<file path="src/hw/rtl/dkdl_pkg.sv">
// Shared types and codes for the depth-keyed display list.
// No dependencies; imported by every module of the block except dkdl_ram.
package dkdl_pkg;

  localparam int DEPTH_W = 16;
  localparam int CHAR_W  = 16;
  localparam int MAT_W   = 32;
  localparam int NAME_W  = 16;

  // record kinds
  localparam logic [1:0] OP_CLEAR   = 2'd0;
  localparam logic [1:0] OP_REMOVE  = 2'd1;
  localparam logic [1:0] OP_PLACE   = 2'd2;
  localparam logic [1:0] OP_READOUT = 2'd3;

  typedef logic [DEPTH_W-1:0] depth_t;

  // one stored placement, as held in the slot RAM
  typedef struct packed {
    depth_t              depth;
    logic [CHAR_W-1:0]   character;
    logic                has_char;
    logic                has_mat;
    logic [MAT_W-1:0]    matrix;
    logic [NAME_W-1:0]   name;
  } slot_t;

  localparam int SLOT_W = $bits(slot_t);

  // results of the shared depth comparator
  typedef struct packed {
    logic eq;     // candidate equals the search key
    logic above;  // candidate above the last depth sent
    logic below;  // candidate below the best depth found so far
  } cmp_res_t;

endpackage

</file>
<file path="src/hw/rtl/dkdl_ram.sv">
// Generic simple dual-port RAM: one write port, one registered read port.
// No dependencies.
module dkdl_ram #(
  parameter int WIDTH  = 8,
  parameter int DEPTH  = 32,
  parameter int ADDR_W = 5
) (
  input  logic              clk,
  input  logic              we,
  input  logic [ADDR_W-1:0] waddr,
  input  logic [WIDTH-1:0]  wdata,
  input  logic [ADDR_W-1:0] raddr,
  output logic [WIDTH-1:0]  rdata
);

  logic [WIDTH-1:0] mem [DEPTH];

  always_ff @(posedge clk) begin
    if (we) begin
      mem[waddr] <= wdata;
    end
    rdata <= mem[raddr];
  end

endmodule

</file>
<file path="src/hw/rtl/dkdl_cmp.sv">
// Shared depth comparator used by both the key search and the ordered readout.
// Depends on dkdl_pkg.
module dkdl_cmp (
  input  dkdl_pkg::depth_t   cand,
  input  dkdl_pkg::depth_t   key,
  input  dkdl_pkg::depth_t   floor_d,
  input  dkdl_pkg::depth_t   best_d,
  output dkdl_pkg::cmp_res_t res
);

  import dkdl_pkg::*;

  always_comb begin
    res.eq    = (cand == key);
    res.above = (cand > floor_d);
    res.below = (cand < best_d);
  end

endmodule

</file>
<file path="src/hw/rtl/depth_keyed_display_list.sv">
// Top level of the depth-keyed display list: sequencer, slot RAM and result register.
// Depends on dkdl_pkg, dkdl_ram and dkdl_cmp.
//
//  Channel  Direction  Handshake              Payload
//  -------  ---------  ---------------------  ---------------------------------------------
//  in       sink       in_valid / in_stall    operation, depth, is_move, char_present,
//                                             char_code, matrix_present, matrix_ref, name_ref
//  out      source     out_valid / out_stall  entry_*, last, empty_res, overflow
//
// Operation: a clear is done when it is accepted. A remove or place scans the slot RAM one
// entry a cycle, then a remove shifts the tail down one entry a cycle and a place writes
// the entry in S_PUT unless the list overflows. A readout is a selection sort over the RAM
// read port: each result takes a full scan of the list and then waits in the output
// register for its transfer. Reset clears the list count, the overflow flag and the
// sequencer; RAM contents are left as they are. in_stall is high whenever a record is in
// progress, and a stalled result holds the sequencer until the transfer completes.
module depth_keyed_display_list #(
  parameter int ENTRIES = 32
) (
  input  logic                        clk,
  input  logic                        rst,
  // input channel
  input  logic                        in_valid,
  output logic                        in_stall,
  input  logic [1:0]                  operation,
  input  dkdl_pkg::depth_t            depth,
  input  logic                        is_move,
  input  logic                        char_present,
  input  logic [dkdl_pkg::CHAR_W-1:0] char_code,
  input  logic                        matrix_present,
  input  logic [dkdl_pkg::MAT_W-1:0]  matrix_ref,
  input  logic [dkdl_pkg::NAME_W-1:0] name_ref,
  // output channel
  output logic                        out_valid,
  input  logic                        out_stall,
  output dkdl_pkg::depth_t            entry_depth,
  output logic [dkdl_pkg::CHAR_W-1:0] entry_character,
  output logic                        entry_has_character,
  output logic                        entry_has_matrix,
  output logic [dkdl_pkg::MAT_W-1:0]  entry_matrix,
  output logic [dkdl_pkg::NAME_W-1:0] entry_name,
  output logic                        last,
  output logic                        empty_res,
  output logic                        overflow
);

  import dkdl_pkg::*;

  localparam int AW = (ENTRIES > 1) ? $clog2(ENTRIES) : 1;
  localparam int CW = $clog2(ENTRIES + 1);
  localparam logic [CW-1:0] FULL = CW'(ENTRIES);

  // sequencer states
  localparam logic [2:0] S_IDLE  = 3'd0;
  localparam logic [2:0] S_SCAN  = 3'd1;  // search for the record's depth
  localparam logic [2:0] S_SHIFT = 3'd2;  // close the gap after a remove
  localparam logic [2:0] S_PUT   = 3'd3;  // write a new or updated entry
  localparam logic [2:0] S_RSCAN = 3'd4;  // find the next depth in order
  localparam logic [2:0] S_ROUT  = 3'd5;  // result waiting for its transfer

  logic [2:0]  state;
  logic [CW-1:0] count;
  logic        ovf;

  // held record
  logic [1:0]        req_op;
  depth_t            req_depth;
  logic              req_move;
  logic              req_hc;
  logic [CHAR_W-1:0] req_char;
  logic              req_hm;
  logic [MAT_W-1:0]  req_mat;
  logic [NAME_W-1:0] req_name;

  // scan control
  logic [CW-1:0] idx;       // next RAM address to issue
  logic          rd_valid;  // RAM data valid this cycle
  logic [CW-1:0] rd_idx;    // address the RAM data came from
  logic          found;
  logic [CW-1:0] found_idx;
  slot_t         found_rec;

  // readout selection
  logic          first;     // no result sent yet in this readout
  logic          have;      // best holds a candidate
  slot_t         best;
  depth_t        prev_depth;
  logic [CW-1:0] sent;

  // RAM ports
  logic              ram_we;
  logic [AW-1:0]     ram_waddr;
  slot_t             ram_wdata;
  logic [SLOT_W-1:0] ram_rdata;
  slot_t             rd_rec;
  logic              issue;
  logic              scan_done;
  cmp_res_t          cmp;
  slot_t             fresh_rec;
  slot_t             merged_rec;
  logic [CW-1:0]     shift_dst;
  logic              in_xfer;
  logic              out_xfer;

  assign in_stall  = (state != S_IDLE);
  assign in_xfer   = in_valid && !in_stall;
  assign out_xfer  = out_valid && !out_stall;
  assign rd_rec    = slot_t'(ram_rdata);
  assign issue     = ((state == S_SCAN) || (state == S_SHIFT) || (state == S_RSCAN))
                     && (idx < count);
  assign scan_done = (idx == count) && !rd_valid;
  assign shift_dst = rd_idx - CW'(1);

  dkdl_ram #(
    .WIDTH  (SLOT_W),
    .DEPTH  (ENTRIES),
    .ADDR_W (AW)
  ) u_ram (
    .clk   (clk),
    .we    (ram_we),
    .waddr (ram_waddr),
    .wdata (ram_wdata),
    .raddr (idx[AW-1:0]),
    .rdata (ram_rdata)
  );

  dkdl_cmp u_cmp (
    .cand    (rd_rec.depth),
    .key     (req_depth),
    .floor_d (prev_depth),
    .best_d  (best.depth),
    .res     (cmp)
  );

  // entry built from the record alone: absent character or matrix stores zero
  always_comb begin
    fresh_rec.depth     = req_depth;
    fresh_rec.character = req_hc ? req_char : '0;
    fresh_rec.has_char  = req_hc;
    fresh_rec.has_mat   = req_hm;
    fresh_rec.matrix    = req_hm ? req_mat : '0;
    fresh_rec.name      = req_name;
  end

  // partial update of an existing entry; has-character flag is left alone
  always_comb begin
    merged_rec = found_rec;
    if (req_hc) begin
      merged_rec.character = req_char;
    end
    if (req_hm) begin
      merged_rec.matrix  = req_mat;
      merged_rec.has_mat = 1'b1;
    end
    if (req_name != '0) begin
      merged_rec.name = req_name;
    end
  end

  // RAM write side
  always_comb begin
    ram_we    = 1'b0;
    ram_waddr = count[AW-1:0];
    ram_wdata = fresh_rec;
    if ((state == S_SHIFT) && rd_valid) begin
      ram_we    = 1'b1;
      ram_waddr = shift_dst[AW-1:0];
      ram_wdata = rd_rec;
    end else if (state == S_PUT) begin
      ram_we = 1'b1;
      if (found) begin
        ram_waddr = found_idx[AW-1:0];
        ram_wdata = (!req_move && req_hc) ? fresh_rec : merged_rec;
      end
    end
  end

  // held record: payload only, loaded on an accepted transfer
  always_ff @(posedge clk) begin
    if (in_xfer) begin
      req_op    <= operation;
      req_depth <= depth;
      req_move  <= is_move;
      req_hc    <= char_present;
      req_char  <= char_code;
      req_hm    <= matrix_present;
      req_mat   <= matrix_ref;
      req_name  <= name_ref;
    end
  end

  always_ff @(posedge clk) begin
    if (rst) begin
      state     <= S_IDLE;
      count     <= '0;
      ovf       <= 1'b0;
      rd_valid  <= 1'b0;
      out_valid <= 1'b0;
      idx       <= '0;
      found     <= 1'b0;
      first     <= 1'b0;
      have      <= 1'b0;
      sent      <= '0;
    end else begin
      rd_valid <= issue;
      rd_idx   <= idx;
      if (issue) begin
        idx <= idx + CW'(1);
      end

      case (state)
        S_IDLE: begin
          if (in_xfer) begin
            idx   <= '0;
            found <= 1'b0;
            case (operation)
              OP_CLEAR: begin
                count <= '0;
                ovf   <= 1'b0;
              end
              OP_REMOVE, OP_PLACE: begin
                state <= S_SCAN;
              end
              default: begin
                // readout
                sent  <= '0;
                first <= 1'b1;
                have  <= 1'b0;
                if (count == '0) begin
                  entry_depth         <= '0;
                  entry_character     <= '0;
                  entry_has_character <= 1'b0;
                  entry_has_matrix    <= 1'b0;
                  entry_matrix        <= '0;
                  entry_name          <= '0;
                  last                <= 1'b1;
                  empty_res           <= 1'b1;
                  overflow            <= ovf;
                  out_valid           <= 1'b1;
                  state               <= S_ROUT;
                end else begin
                  state <= S_RSCAN;
                end
              end
            endcase
          end
        end

        S_SCAN: begin
          if (rd_valid && cmp.eq) begin
            found     <= 1'b1;
            found_idx <= rd_idx;
            found_rec <= rd_rec;
          end
          if (scan_done) begin
            if (req_op == OP_REMOVE) begin
              if (found) begin
                idx   <= found_idx + CW'(1);
                state <= S_SHIFT;
              end else begin
                state <= S_IDLE;
              end
            end else if (found || (count < FULL)) begin
              state <= S_PUT;
            end else begin
              ovf   <= 1'b1;
              state <= S_IDLE;
            end
          end
        end

        S_SHIFT: begin
          if (scan_done) begin
            count <= count - CW'(1);
            state <= S_IDLE;
          end
        end

        S_PUT: begin
          if (!found) begin
            count <= count + CW'(1);
          end
          state <= S_IDLE;
        end

        S_RSCAN: begin
          if (rd_valid && (first || cmp.above) && (!have || cmp.below)) begin
            have <= 1'b1;
            best <= rd_rec;
          end
          if (scan_done) begin
            entry_depth         <= best.depth;
            entry_character     <= best.character;
            entry_has_character <= best.has_char;
            entry_has_matrix    <= best.has_mat;
            entry_matrix        <= best.matrix;
            entry_name          <= best.name;
            last                <= ((sent + CW'(1)) == count);
            empty_res           <= 1'b0;
            overflow            <= ovf;
            out_valid           <= 1'b1;
            state               <= S_ROUT;
          end
        end

        S_ROUT: begin
          if (out_xfer) begin
            out_valid <= 1'b0;
            if (last) begin
              state <= S_IDLE;
            end else begin
              sent       <= sent + CW'(1);
              prev_depth <= best.depth;
              first      <= 1'b0;
              have       <= 1'b0;
              idx        <= '0;
              state      <= S_RSCAN;
            end
          end
        end

        default: begin
          state <= S_IDLE;
        end
      endcase
    end
  end

endmodule

</file>
<file path="config.mk">
export PLATFORM = sky130hd
export DESIGN_NAME = depth_keyed_display_list
export DESIGN_NICKNAME = d
export VERILOG_FILES = /design/src/hw/rtl/dkdl_pkg.sv /design/src/hw/rtl/dkdl_ram.sv /design/src/hw/rtl/dkdl_cmp.sv /design/src/hw/rtl/depth_keyed_display_list.sv
export SDC_FILE = /design/constraint.sdc
export NUM_CORES = 2
export LEC_CHECK = 0
export BUFFER_PORTS_ARGS = -buffer_cell sky130_fd_sc_hd__buf_4
export CAP_MARGIN = 20
export CORE_ASPECT_RATIO = 1.4
export CORE_MARGIN = 1.5
export CORE_UTILIZATION = 40
export DETAILED_ROUTE_END_ITERATION = 8
export PLACE_DENSITY = 0.62
export SETUP_SLACK_MARGIN = 0.1
export SYNTH_ARGS = -nofsm -noshare
export SYNTH_HDL_FRONTEND = slang
export SYNTH_SLANG_ARGS = --single-unit
</file>
<file path="constraint.sdc">
create_clock -name clk -period 12.4 [get_ports clk]
set_input_delay 3.72 -clock clk [delete_from_list [all_inputs] [get_ports clk]]
set_output_delay 3.72 -clock clk [all_outputs]
set_load 0.03 [all_outputs]
</file>
==> out/qor.txt <==
Status = finished clean
Postcts setup bufs = 0
Worst path most repeated cell = buf_4
Non-filler cells, final = 10,057
Compound-Gate Fraction of Synth Area = 0.0332
Vias in the first global route = 59,611
H-tree Lvls = 5
Worst-path clk slew = 0.06 ns
Largest family of logic cells by synthesized area = multiplexers
Syn. warnings = 0
Routed WL = 318,000 um
Starting Density = 0.402
Synth area leaders = edfxtp_1, mux4_2, mux2i_1
Max-slew violation count = 0
Met3 global-route usage = 0.0360
Core ar. = 0.293 mm^2
First-pass GRT wire length = 447,000 um
Crit-path max FO = 65
Final period utilization = 0.518
Synthesis-to-layout area growth = 14.3%
Skew final = 0.0617 ns
Mapped cell area = 0.118 mm^2
Pleak = 42.7 nW
Gr usage total = 0.210
Initial antenna violation count = 12
Adder-cell share of the synthesized area = 0.00517
Maximum clock rate = 156 MHz
Met2 Resource Use GR = 0.349
Clock Sinks = 3,095
Post-synth ARST share = 0
Largest net degree at the start of global routing = 141
Placed insts = 9,506
DR vias/cell = 5.86
Hold_buf cts = 0
Least-Margin Pin Slew = 1.24 ns
Sum Neg Setup Slack = 0 ns
Via count = 58,929
Placed wire-length estimate = 178,000 um
Final hold vios = 0
Normalized max-slew margin = 0.175
Post-synthesis xor/xnor area fraction = 0.00268
Worst path bufs/invs = 2
VDD IR max = 130 uV
Share of cells above drive strength 1 = 0.252
CTS tree = done
Busiest grt layer = met2
Cells along the critical path = buf_4, or3_1, buf_4
Worst Setup Path Type = flip-flop to output pin
Area after DPL = 0.125 mm^2
Nets@finish = 6,039
Cell variety after synth = 70
Max Cap Violations = 0
# IOs = 176
CP peak stage delay = 0.72 ns
Die height = 645 um
Commonest non-fill, non-tap cell in the layout = edfxtp_1
Post-synthesis sequential area ratio = 0.780
Clock Tree Buf Depth = 4
TritonRoute pass-1 iters = 6
Hold crit path type = flip-flop to flip-flop
Number of I/O port buffers = 175
RSZ-0062 raised after global routing = false
Delay-heaviest family, CP = buffers and inverters
Syn_nets = 5,654
Met1 usage = 0.285
Post-route ant nets = 0
Yosys top cell by area = edfxtp_1
Seq cells post-synth = 3,095
Drt drc = 0
Root Buffer = clkbuf_16
Setup crit start kind = flip-flop
Commonest non-fill, non-tap cells in the layout = edfxtp_1, mux4_2, buf_4, clkbuf_16, mux2i_1
Num CTS Buffers = 296
CP endpoint kind = output pin
Fillers = 24,088
Cell Pwr Density = 176 mW/mm^2
Post-synth EDFFs = 2,986
Post-synth top area share = 0.762
Worst-skew pair later-pin latency = 0.87 ns
Row Count = 235
Final setup fails = 0
Post-route cell area = 0.134 mm^2
Avg Cell Area, Syn = 21.3 um^2
Die width = 461 um
Final RePlAce weighted congestion = 0.803
Mux contribution to synthesized area = 0.141
Initial DRC count = 6,674
PnR worst setup slack = 5.98 ns
Fin crit period = 6.42 ns
Die area = 0.298 mm^2
CP Data Arrival Time = 2.70 ns
Synth Area in Simple Gates = 0.0231
Mapped Cells = 5,517
Critical Path RT = 8.68 ns
Top_reg_cell synth = edfxtp_1
Core Util, Final = 0.460
Dpl ws = 6.37 ns
GRT overflow = 0
Post-cts sizing count = 0
Drt wl/cell = 31.6 um
Critical path's slowest cell = buf_4
## sequential cells by signal, indices dropped and copies added (netlist names), 2 cells and up
register / cells
best: 82
count: 6
entry_character: 16
entry_depth: 16
entry_matrix: 32
entry_name: 16
found_idx: 6
found_rec: 82
idx: 6
prev_depth: 16
rd_idx: 6
req_char: 16
req_depth: 16
req_mat: 32
req_name: 16
req_op: 2
sent: 6
state: 3
u_ram.mem: 2624
u_ram.rdata: 82
## worst reg2reg max path, cell delays in order (launching register included)
cell and delay, ns:
dfxtp_1 0.82, and4bb_4 1.06, nand2_1 0.20, o21ai_0 0.18, nand2_1 0.51, nor2_4 1.03
buf_4 0.69, buf_4 0.83
## cell type report
| type | instances | area (um^2) | share of cell area |
|---|---|---|---|
| Antenna cell | 7 | 17.5 | 0.000130 |
| Clock buffer | 386 | 8080 | 0.0600 |
| Clock inverter | 150 | 1590 | 0.0118 |
| Inverter | 54 | 210 | 0.00156 |
| Multi-Input combinational cell | 2063 | 24600 | 0.183 |
| Sequential cell | 3095 | 91900 | 0.683 |
| Tap cell | 3910 | 4890 | 0.0364 |
| Timing Repair Buffer | 392 | 3240 | 0.0241 |
## layer usage
layer | wire, um | part of all wire
met3 | 25600 | 0.080
met4 | 9380 | 0.030
met5 | 32 | 0.00010
met2 | 158000 | 0.50
met1 | 125000 | 0.39
## synth_stat cells, drive strengths merged (52+ instances only)
library cell	number
nor2	94
a21oi	109
inv	52
clkbuf	140
o221ai	61
buf	165
a221oi	76
mux4	621
dfxtp	109
edfxtp	2986
nand2	210
o21ai	145
and3	86
mux2i	236
## kinds of logic (layout without fill, tap and decap cells)
| family | Yosys count | count (layout) |
|---|---|---|
| flip-flops | 3095 | 3095 |
| multiplexers | 875 | 875 |
| AO/OA/AOI/OAI | 557 | 557 |
| AND/OR/NAND/NOR | 547 | 547 |
| buffers and inverters | 359 | 982 |
| adder cells (fa/ha/maj) | 48 | 48 |
| XOR/XNOR | 36 | 36 |
| other | 0 | 7 |
## power breakdown
| part | switching (W) | internal, W |
|---|---|---|
| combinational | 0.00150 | 0.000663 |
| sequential | 0.000219 | 0.0122 |
| clock | 0.00388 | 0.00523 |
| total | 0.00559 | 0.0181 |
## path summary, 6_finish.rpt
check | end | slack, ns | start | cells after the start
worst max-delay path | in_stall | 5.98 | state[2]$_SDFFE_PP0P_ | 3
worst min-delay path | prev_depth[8]$_DFFE_PP_ | 0.45 | best[74]$_DFFE_PP_ | 0
worst max register to register | u_ram.mem[23][7]$_DFFE_PP_ | 6.63 | state[1]$_SDFFE_PP0P_ | 7
worst min register to register | prev_depth[8]$_DFFE_PP_ | 0.45 | best[74]$_DFFE_PP_ | 0
## metrics by stage
stage / hold WS (ns) / total power, W
finish: 0.449 / 0.0237
global route: 0.451 / 0.0244
CTS: 0.440 / 0.0238
detailed placement: 0.413 / 0.0148
global placement: 0.426 / 0.0148
floorplan: 0.400 / 0.0139
No activity file was read; power rests on OpenSTA's default activity.
